--- src/hw/rtl/assert_macros.svh ---
// Assertion macros used by the RTL of the PEC15 frame builder.
`ifndef ASSERT_MACROS_SVH
`define ASSERT_MACROS_SVH
`ifndef ASSERT_OFF
// Antecedent implies consequent in the same cycle.
`define ASSERT_SAME(lbl, clk, rstn, ante, cons, msg) \
  lbl: assert property (@(posedge clk) disable iff (!(rstn)) (ante) |-> (cons)) \
    else $error(msg);
// Antecedent implies consequent in the next cycle.
`define ASSERT_NEXT(lbl, clk, rstn, ante, cons, msg) \
  lbl: assert property (@(posedge clk) disable iff (!(rstn)) (ante) |=> (cons)) \
    else $error(msg);
`else
`define ASSERT_SAME(lbl, clk, rstn, ante, cons, msg)
`define ASSERT_NEXT(lbl, clk, rstn, ante, cons, msg)
`endif
`endif

--- src/hw/rtl/pcfb_pkg.sv ---
// Package with constants, types and state codes of the PEC15 frame builder.
`default_nettype none
package pcfb_pkg;

  localparam int BYTE_W       = 8;
  localparam int PEC_W        = 15;
  localparam int CFG_IDX_W    = 2;
  localparam int CFG_DATA_W   = 3;
  localparam int CNT_W        = 3;
  localparam int BIT_CNT_W    = 4;
  localparam int MAX_DATA_BYTES = 6;

  localparam logic [CNT_W-1:0]      MAX_DEVICES_C    = 3'd7;
  localparam logic [CNT_W-1:0]      MAX_DATA_BYTES_C = 3'd6;
  localparam logic [PEC_W-1:0]      PEC_POLY         = 15'h4599;
  localparam logic [PEC_W-1:0]      PEC_SEED         = 15'd16;
  localparam logic [BYTE_W-1:0]     CMD_BAD_MASK     = 8'hF8;
  localparam logic [CNT_W-1:0]      CHAIN_LEN_RST    = 3'd1;
  localparam logic [CNT_W-1:0]      DATA_LENGTH_RST  = 3'd6;
  localparam logic [CNT_W-1:0]      CMD_BYTES        = 3'd2;
  localparam logic [BIT_CNT_W-1:0]  BITS_PER_BYTE    = 4'd8;

  localparam logic [CFG_IDX_W-1:0] REG_CHAIN_LEN   = 2'd0;
  localparam logic [CFG_IDX_W-1:0] REG_DATA_LENGTH = 2'd1;

  typedef enum logic [2:0] {
    ST_IDLE,
    ST_ERR,
    ST_CMD_CRC,
    ST_CMD_EMIT,
    ST_DATA_CRC,
    ST_DATA_EMIT
  } state_t;

  typedef struct packed {
    logic              init;
    logic              load;
    logic [BYTE_W-1:0] data;
  } crc_ctrl_t;

  typedef struct packed {
    logic                busy;
    logic [2*BYTE_W-1:0] pec;
  } crc_stat_t;

endpackage
`default_nettype wire

--- src/hw/rtl/pcfb_if.sv ---
// Handshake interfaces for the command input and the frame byte output.
`default_nettype none
interface pcfb_in_if;
  logic       valid;
  logic       ready;
  logic       operation;
  logic [7:0] command_high;
  logic [7:0] command_low;
  logic [7:0] data_byte_0;
  logic [7:0] data_byte_1;
  logic [7:0] data_byte_2;
  logic [7:0] data_byte_3;
  logic [7:0] data_byte_4;
  logic [7:0] data_byte_5;

  modport source (
    output valid, operation, command_high, command_low,
           data_byte_0, data_byte_1, data_byte_2, data_byte_3, data_byte_4, data_byte_5,
    input  ready
  );
  modport sink (
    input  valid, operation, command_high, command_low,
           data_byte_0, data_byte_1, data_byte_2, data_byte_3, data_byte_4, data_byte_5,
    output ready
  );
endinterface

interface pcfb_out_if;
  logic       valid;
  logic       ready;
  logic [7:0] frame_byte;
  logic       frame_last;
  logic       frame_error;

  modport source (output valid, frame_byte, frame_last, frame_error, input ready);
  modport sink   (input valid, frame_byte, frame_last, frame_error, output ready);
endinterface
`default_nettype wire

--- src/hw/rtl/pec15_command_frame_builder.sv ---
// Top level: PEC15 command frame builder for daisy-chained battery monitors.
//
// Input channel in_chan takes one command (operation, two command bytes, six data
// bytes); output channel out_chan gives one frame byte per transfer with a last
// flag and an error flag. Configuration: cfg_we writes register cfg_index
// (0 = device count, 1 = data_length) with cfg_wdata; other indexes are ignored.
// The PEC15 is computed one bit per cycle in a serial CRC unit, one byte at a
// time. A command_high byte with any of bits 7..3 set gives a single error
// byte from the error state. One item is in work at a time: in_chan.ready is
// high only while the sequencer is idle. A one-entry output register holds each
// byte until the receiver takes it; a stall simply pauses the sequence.
// Synchronous reset clears the sequencer and output valid and sets the
// device count to 1 and data_length to 6.
`default_nettype none
`include "assert_macros.svh"
module pec15_command_frame_builder
  import pcfb_pkg::*;
(
  input  logic                  clk,
  input  logic                  rst_n,
  input  logic                  cfg_we,
  input  logic [CFG_IDX_W-1:0]  cfg_index,
  input  logic [CFG_DATA_W-1:0] cfg_wdata,
  pcfb_in_if.sink               in_chan,
  pcfb_out_if.source            out_chan
);

  state_t            state_r, state_nxt;
  logic [CNT_W-1:0]  idx_r, idx_nxt;
  logic [CNT_W-1:0]  dev_r, dev_nxt;
  logic [CNT_W-1:0]  chain_len_r, data_length_r;
  logic [CNT_W-1:0]  devs, len;

  logic              op_r;
  logic [BYTE_W-1:0] ch_r, cl_r;
  logic [BYTE_W-1:0] data_r [MAX_DATA_BYTES];
  logic [BYTE_W-1:0] data_sel;

  logic              out_valid_r;
  logic [BYTE_W-1:0] out_byte_r;
  logic              out_last_r, out_err_r;

  logic              in_xfer, slot_free;
  logic              emit, emit_last, emit_err;
  logic [BYTE_W-1:0] emit_byte;

  crc_ctrl_t         crc_ctrl;
  crc_stat_t         crc_stat;

  pcfb_crc u_crc (
    .clk   (clk),
    .rst_n (rst_n),
    .ctrl  (crc_ctrl),
    .stat  (crc_stat)
  );

  assign in_chan.ready = (state_r == ST_IDLE);
  assign in_xfer       = in_chan.valid && in_chan.ready;
  assign slot_free     = !out_valid_r || out_chan.ready;

  // Clamp configuration into the legal range.
  assign devs = (chain_len_r == '0) ? 3'd1 :
                (chain_len_r > MAX_DEVICES_C) ? MAX_DEVICES_C : chain_len_r;
  assign len  = (data_length_r > MAX_DATA_BYTES_C) ? MAX_DATA_BYTES_C : data_length_r;

  assign data_sel = (idx_r < MAX_DATA_BYTES_C) ? data_r[idx_r] : '0;

  always_ff @(posedge clk) begin
    if (!rst_n) begin
      chain_len_r   <= CHAIN_LEN_RST;
      data_length_r <= DATA_LENGTH_RST;
    end else if (cfg_we) begin
      if (cfg_index == REG_CHAIN_LEN) begin
        chain_len_r <= cfg_wdata;
      end else if (cfg_index == REG_DATA_LENGTH) begin
        data_length_r <= cfg_wdata;
      end
    end
  end

  always_ff @(posedge clk) begin
    if (in_xfer) begin
      op_r      <= in_chan.operation;
      ch_r      <= in_chan.command_high;
      cl_r      <= in_chan.command_low;
      data_r[0] <= in_chan.data_byte_0;
      data_r[1] <= in_chan.data_byte_1;
      data_r[2] <= in_chan.data_byte_2;
      data_r[3] <= in_chan.data_byte_3;
      data_r[4] <= in_chan.data_byte_4;
      data_r[5] <= in_chan.data_byte_5;
    end
  end

  always_comb begin
    state_nxt     = state_r;
    idx_nxt       = idx_r;
    dev_nxt       = dev_r;
    crc_ctrl      = '0;
    emit          = 1'b0;
    emit_byte     = '0;
    emit_last     = 1'b0;
    emit_err      = 1'b0;
    unique case (state_r)
      ST_IDLE: begin
        if (in_xfer) begin
          idx_nxt = '0;
          if ((in_chan.command_high & CMD_BAD_MASK) != '0) begin
            state_nxt = ST_ERR;
          end else begin
            state_nxt     = ST_CMD_CRC;
            crc_ctrl.init = 1'b1;
          end
        end
      end
      ST_ERR: begin
        if (slot_free) begin
          emit      = 1'b1;
          emit_last = 1'b1;
          emit_err  = 1'b1;
          state_nxt = ST_IDLE;
        end
      end
      ST_CMD_CRC: begin
        if (!crc_stat.busy) begin
          if (idx_r == CMD_BYTES) begin
            state_nxt = ST_CMD_EMIT;
            idx_nxt   = '0;
          end else begin
            crc_ctrl.load = 1'b1;
            crc_ctrl.data = (idx_r == '0) ? ch_r : cl_r;
            idx_nxt       = idx_r + 1'b1;
          end
        end
      end
      ST_CMD_EMIT: begin
        if (slot_free) begin
          emit = 1'b1;
          unique case (idx_r[1:0])
            2'd0:    emit_byte = ch_r;
            2'd1:    emit_byte = cl_r;
            2'd2:    emit_byte = crc_stat.pec[2*BYTE_W-1:BYTE_W];
            default: emit_byte = crc_stat.pec[BYTE_W-1:0];
          endcase
          if (idx_r[1:0] == 2'd3) begin
            emit_last = !op_r;
            idx_nxt   = '0;
            if (op_r) begin
              state_nxt     = ST_DATA_CRC;
              crc_ctrl.init = 1'b1;
            end else begin
              state_nxt = ST_IDLE;
            end
          end else begin
            idx_nxt = idx_r + 1'b1;
          end
        end
      end
      ST_DATA_CRC: begin
        if (!crc_stat.busy) begin
          if (idx_r == len) begin
            state_nxt = ST_DATA_EMIT;
            idx_nxt   = '0;
            dev_nxt   = '0;
          end else begin
            crc_ctrl.load = 1'b1;
            crc_ctrl.data = data_sel;
            idx_nxt       = idx_r + 1'b1;
          end
        end
      end
      ST_DATA_EMIT: begin
        if (slot_free) begin
          emit = 1'b1;
          priority if (idx_r < len) begin
            emit_byte = data_sel;
            idx_nxt   = idx_r + 1'b1;
          end else if (idx_r == len) begin
            emit_byte = crc_stat.pec[2*BYTE_W-1:BYTE_W];
            idx_nxt   = idx_r + 1'b1;
          end else begin
            emit_byte = crc_stat.pec[BYTE_W-1:0];
            idx_nxt   = '0;
            // Close the frame after the last device copy.
            if (dev_r == devs - 1'b1) begin
              emit_last = 1'b1;
              state_nxt = ST_IDLE;
            end else begin
              dev_nxt = dev_r + 1'b1;
            end
          end
        end
      end
      default: state_nxt = ST_IDLE;
    endcase
  end

  always_ff @(posedge clk) begin
    if (!rst_n) begin
      state_r     <= ST_IDLE;
      idx_r       <= '0;
      dev_r       <= '0;
      out_valid_r <= 1'b0;
    end else begin
      state_r <= state_nxt;
      idx_r   <= idx_nxt;
      dev_r   <= dev_nxt;
      if (emit) begin
        out_valid_r <= 1'b1;
      end else if (out_chan.ready) begin
        out_valid_r <= 1'b0;
      end
    end
  end

  always_ff @(posedge clk) begin
    if (emit) begin
      out_byte_r <= emit_byte;
      out_last_r <= emit_last;
      out_err_r  <= emit_err;
    end
  end

  assign out_chan.valid       = out_valid_r;
  assign out_chan.frame_byte  = out_byte_r;
  assign out_chan.frame_last  = out_last_r;
  assign out_chan.frame_error = out_err_r;

  `ASSERT_NEXT(a_busy_after_accept, clk, rst_n, in_xfer, state_r != ST_IDLE, "idle after accept")
  `ASSERT_SAME(a_err_format, clk, rst_n, out_valid_r && out_err_r, out_last_r && (out_byte_r == '0), "bad error result")
  `ASSERT_SAME(a_crc_done_on_emit, clk, rst_n, state_r == ST_CMD_EMIT || state_r == ST_DATA_EMIT, !crc_stat.busy, "PEC still running while emitting")
  `ASSERT_NEXT(a_last_ends_frame, clk, rst_n, emit && emit_last, state_r == ST_IDLE, "frame continues after last byte")

endmodule
`default_nettype wire

--- src/hw/rtl/pcfb_crc.sv ---
// Bit-serial PEC15 engine: one message bit per cycle.
`default_nettype none
module pcfb_crc
  import pcfb_pkg::*;
(
  input  logic      clk,
  input  logic      rst_n,
  input  crc_ctrl_t ctrl,
  output crc_stat_t stat
);

  logic [BYTE_W-1:0]    shift_r, shift_nxt;
  logic [BIT_CNT_W-1:0] cnt_r, cnt_nxt;
  logic [PEC_W-1:0]     rem_r, rem_nxt;
  logic                 busy;
  logic                 fb;
  logic [PEC_W-1:0]     step;

  assign busy = (cnt_r != '0);
  assign fb   = rem_r[PEC_W-1] ^ shift_r[BYTE_W-1];
  assign step = {rem_r[PEC_W-2:0], 1'b0} ^ (fb ? PEC_POLY : '0);

  always_comb begin
    cnt_nxt   = cnt_r;
    shift_nxt = shift_r;
    rem_nxt   = rem_r;
    if (ctrl.init) begin
      rem_nxt = PEC_SEED;
    end else if (busy) begin
      rem_nxt = step;
    end
    if (ctrl.load) begin
      cnt_nxt   = BITS_PER_BYTE;
      shift_nxt = ctrl.data;
    end else if (busy) begin
      cnt_nxt   = cnt_r - 1'b1;
      shift_nxt = {shift_r[BYTE_W-2:0], 1'b0};
    end
  end

  always_ff @(posedge clk) begin
    if (!rst_n) begin
      cnt_r <= '0;
    end else begin
      cnt_r <= cnt_nxt;
    end
  end

  always_ff @(posedge clk) begin
    shift_r <= shift_nxt;
    rem_r   <= rem_nxt;
  end

  assign stat.busy = busy;
  assign stat.pec  = {rem_r, 1'b0};

endmodule
`default_nettype wire

--- src/flat_wrapper.sv ---
// flat-port wrapper written by rule: the top's interface ports become plain ports
module pec15_command_frame_builder_flat import pcfb_pkg::*;
  (clk, rst_n, cfg_we, cfg_index, cfg_wdata, in_chan_valid, in_chan_operation, in_chan_command_high, in_chan_command_low, in_chan_data_byte_0, in_chan_data_byte_1, in_chan_data_byte_2, in_chan_data_byte_3, in_chan_data_byte_4, in_chan_data_byte_5, in_chan_ready, out_chan_valid, out_chan_frame_byte, out_chan_frame_last, out_chan_frame_error, out_chan_ready);
  pcfb_in_if in_chan_i ();
  pcfb_out_if out_chan_i ();
  input  logic clk;
  input  logic rst_n;
  input  logic cfg_we;
  input  logic [CFG_IDX_W-1:0] cfg_index;
  input  logic [CFG_DATA_W-1:0] cfg_wdata;
  input wire logic [$bits(in_chan_i.valid)-1:0] in_chan_valid;
  input wire logic [$bits(in_chan_i.operation)-1:0] in_chan_operation;
  input wire logic [$bits(in_chan_i.command_high)-1:0] in_chan_command_high;
  input wire logic [$bits(in_chan_i.command_low)-1:0] in_chan_command_low;
  input wire logic [$bits(in_chan_i.data_byte_0)-1:0] in_chan_data_byte_0;
  input wire logic [$bits(in_chan_i.data_byte_1)-1:0] in_chan_data_byte_1;
  input wire logic [$bits(in_chan_i.data_byte_2)-1:0] in_chan_data_byte_2;
  input wire logic [$bits(in_chan_i.data_byte_3)-1:0] in_chan_data_byte_3;
  input wire logic [$bits(in_chan_i.data_byte_4)-1:0] in_chan_data_byte_4;
  input wire logic [$bits(in_chan_i.data_byte_5)-1:0] in_chan_data_byte_5;
  output wire logic [$bits(in_chan_i.ready)-1:0] in_chan_ready;
  output wire logic [$bits(out_chan_i.valid)-1:0] out_chan_valid;
  output wire logic [$bits(out_chan_i.frame_byte)-1:0] out_chan_frame_byte;
  output wire logic [$bits(out_chan_i.frame_last)-1:0] out_chan_frame_last;
  output wire logic [$bits(out_chan_i.frame_error)-1:0] out_chan_frame_error;
  input wire logic [$bits(out_chan_i.ready)-1:0] out_chan_ready;
  assign in_chan_i.valid = in_chan_valid;
  assign in_chan_i.operation = in_chan_operation;
  assign in_chan_i.command_high = in_chan_command_high;
  assign in_chan_i.command_low = in_chan_command_low;
  assign in_chan_i.data_byte_0 = in_chan_data_byte_0;
  assign in_chan_i.data_byte_1 = in_chan_data_byte_1;
  assign in_chan_i.data_byte_2 = in_chan_data_byte_2;
  assign in_chan_i.data_byte_3 = in_chan_data_byte_3;
  assign in_chan_i.data_byte_4 = in_chan_data_byte_4;
  assign in_chan_i.data_byte_5 = in_chan_data_byte_5;
  assign in_chan_ready = in_chan_i.ready;
  assign out_chan_valid = out_chan_i.valid;
  assign out_chan_frame_byte = out_chan_i.frame_byte;
  assign out_chan_frame_last = out_chan_i.frame_last;
  assign out_chan_frame_error = out_chan_i.frame_error;
  assign out_chan_i.ready = out_chan_ready;
  pec15_command_frame_builder u_core (.clk(clk), .rst_n(rst_n), .cfg_we(cfg_we), .cfg_index(cfg_index), .cfg_wdata(cfg_wdata), .in_chan(in_chan_i), .out_chan(out_chan_i));
endmodule
--- config.mk ---
export PLATFORM = sky130hd
export DESIGN_NAME = pec15_command_frame_builder_flat
export DESIGN_NICKNAME = d
export VERILOG_FILES = /design/src/hw/rtl/pcfb_pkg.sv /design/src/hw/rtl/pcfb_if.sv /design/src/hw/rtl/pec15_command_frame_builder.sv /design/src/hw/rtl/pcfb_crc.sv /design/src/flat_wrapper.sv
export VERILOG_INCLUDE_DIRS = /design/src /design/src/hw/rtl
export SDC_FILE = /design/constraint.sdc
export NUM_CORES = 1
export LEC_CHECK = 0
export BUFFER_PORTS_ARGS = -buffer_cell sky130_fd_sc_hd__buf_2
export CORE_ASPECT_RATIO = 0.6
export CORE_MARGIN = 4
export CORE_UTILIZATION = 35
export DETAILED_ROUTE_END_ITERATION = 7
export PLACE_DENSITY = 0.65
export SKIP_LAST_GASP = 1
export SLEW_MARGIN = 30
export SYNTH_ARGS = -nofsm -noshare
export SYNTH_HDL_FRONTEND = slang
export SYNTH_SLANG_ARGS = --single-unit
--- constraint.sdc ---
create_clock -name clk -period 3.7 [get_ports clk]
set_input_delay 0.37 -clock clk [delete_from_list [all_inputs] [get_ports clk]]
set_output_delay 0.37 -clock clk [all_outputs]
set_load 0.02 [all_outputs]
==> results_dict.tcl <==
set metrics [dict create \
    clk_pin_slew_worst_paths_ps 70 \
    clock-sinks 121 \
    die_w_um 170 \
    drc_errors 0 \
    io_pins 87 \
    core_area_mm2 0.0154 \
    crit_arrival_ps 2860 \
    fin_ws_ps 1170 \
    viasPerCell 5.33 \
    drv_slew 0 \
    clock_skew_ps 17.5 \
    setup_viol 0 \
    gp_congestion 0.942 \
    p_per_area_mw_per_mm2 720 \
    postSynth.asyncResetShare_pct 0 \
    hpwl_mm 10.1 \
    yosys.area.top_type "edfxtp_1" \
    nets 639 \
    ys_warn_count 0 \
    cap_violations 0 \
    portBuffers 86 \
    ys_ff_latch 121 \
    cp.required_ps 4030 \
    fmaxAchievable_mhz 395 \
    grt_max_degree 67 \
    cp-end-kind "register" \
    ant_nets 0 \
    num_vias 4096 \
    row_count 35 \
    cts_tree "built" \
    die-area_mm2 0.0179 \
    yosys-top-cells-area "edfxtp_1, dfxtp_1, nand2_1" \
    clock_latency_ps 420 \
    syn_to_final_growth_pct 21.7 \
    ctsLongestPathBuffers 2 \
    cts.repair.resized 0 \
    ys.flop_type "edfxtp_1" \
    grt_overflow 0 \
    cts_max_level 4 \
    min_path_type "in -> reg" \
    cts_buffers 17 \
    start_kind "register" \
    drt_iter0_drc 342 \
    initial_core_util_pct 35.8 \
    status "completed" \
    wirelength_mm 13.9 \
    max_slew_margin_pct 43.8 \
    grt_usage_pct 15.7 \
    wire_per_inst_um 18.1 \
    synthesis.nets 552 \
    worstMarginPinSlew_ps 843 \
    hold_viol 0 \
    dp_slack_ps 1220 \
    firstDrtPassIters 7 \
    antenna_found_initial 0 \
    synth_top_area_share_pct 45.2 \
    tns_ps 0 \
    hold_depth 1 \
    finalCritPeriodShare_pct 68.4 \
    ys_seq_area_share_pct 58.9 \
    synth_edf_count 83 \
    grt_pass1_vias 4096 \
    ys_types 62 \
    holdBufCountCts 0 \
    drive_above_1_share_pct 23.7 \
    netlist_instances 465 \
    worst-path-max-fanout 11 \
    period_minus_slack_ps 2530 \
    p_leak_uw 0.00266 \
    reg2reg_depth 8 \
    post-route-util_pct 43.6 \
    syn_avg_cell_area_um2 11.9 \
    die_h_um 105 \
    cts_setup_buffers 0 \
    peakVddDrop_v 0.000269 \
    critPathKind "reg -> reg" \
    hold_ws_ps 122 \
    rsz0062_at_grt "false" \
    netlist_area_mm2 0.00552 \
    cts_root_buf "clkbuf_16" \
    antenna_cells 0 \
    grt_pass1_wl_mm 21.8 \
]
-- report_power, final --
part,internal [µW],total [µW],switching [µW]
sequential,1850,2070,222
combinational,430,1100,674
clock,964,1660,691
-- per-stage QoR --
stage               cell area [µm²]  cells  total power (µW)
global placement               6120    736              3150
global route                   6720    768              5100
finish                         6720    768              4830
CTS                            6720    768              4870
floorplan                      5520    465              2820
detailed placement             6120    736              3190
-- path summary, 6_finish.rpt --
path	from	end	slack, ps
min	in_chan_data_byte_3[4]	u_core.data_r[3][4]	120
min reg2reg	u_core.u_crc.cnt_r[1]	u_core.u_crc.cnt_r[1]	510
max reg2reg	u_core.idx_r[0]	u_core.state_r[0]	1170
max	u_core.idx_r[0]	u_core.state_r[0]	1170
-- synthesized netlist by cell type (8+ instances only) --
library cell / count
nor2_1: 29
ha_1: 12
nand3_1: 12
nand2_1: 79
a21oi_1: 18
edfxtp_1: 83
mux2i_1: 20
clkbuf_1: 12
o21ai_0: 17
xnor2_1: 10
inv_1: 12
a222oi_1: 8
dfxtp_1: 38
nor2b_1: 8
-- sequential cells by signal (all words and copies together), names as in the netlist, 3 cells and up, named ones only --
name,count
u_core.cl_r,8
u_core.state_r,3
u_core.idx_r,3
u_core.data_r,48
u_core.u_crc.rem_r,15
u_core.ch_r,8
u_core.u_crc.cnt_r,4
u_core.dev_r,3
u_core.chain_len_r,3
u_core.out_chan.frame_byte,8
u_core.data_length_r,3
u_core.u_crc.shift_r,8
-- cells in the final DEF, fill, tap and decap left out, types with 3 or more instances in the layout --
cell,Yosys,final
a211oi_1,3,3
a21boi_0,3,3
a21oi_1,18,18
a222oi_1,8,8
a32o_1,7,7
and3_1,7,7
buf_2,7,86
buf_4,0,5
clkbuf_16,0,17
dfxtp_1,38,38
edfxtp_1,83,83
ha_1,12,12
inv_1,12,11
inv_6,0,5
inv_8,0,5
mux2i_1,20,20
mux4_1,7,7
nand2_1,79,79
nand2b_1,3,3
nand3_1,12,12
nand4_1,3,3
nor2_1,29,29
nor2b_1,8,8
nor3_1,6,6
o211ai_1,7,7
o21ai_0,17,17
o221ai_1,7,7
or3_1,3,3
xnor2_1,10,10
xor2_1,4,4
-- cell type report --
type                            instances  area, µm²
Multi-Input combinational cell        309       2100
Fill cell                            1436       8700
Clock buffer                           17        425
Inverter                               12       45.0
Tap cell                              203        254
Clock inverter                         15        171
Timing Repair Buffer                   91        468
Sequential cell                       121       3250
-- logic make-up (layout without fill, tap and decap cells) --
kind of cell    Yosys count  in the layout  share of synthesized area (%)
simple gates            164            164                           13.7
flops                   121            121                           58.9
compound gates           91             91                           12.0
buf+inv                  35            135                           2.99
mux                      28             28                           7.37
xor+xnor                 14             14                           2.22
fa+ha+maj                12             12                           2.72
-- metal layers --
layer | vias to the layer above | global-route usage (%) | share of wire (%) | wire length (µm)
li1 | 1928 | - | - | -
met1 | 1968 | 23.2 | 47 | 6570
met2 | 183 | 22.6 | 43 | 6010
met3 | 17 | 4.09 | 8.5 | 1180
met4 | 0 | 4.84 | 1.1 | 149
met5 | - | 0 | 0 | 0
-- worst max-delay path, stage by stage, from the launching register on --
cell,delay [ps]
dfxtp_1,400
inv_1,110
ha_1,300
nand3_1,360
o21ai_0,430
a31oi_1,130
nor3_1,340
and2_4,220
mux2i_1,180
Note: power is estimated with default switching activity, not from simulation.
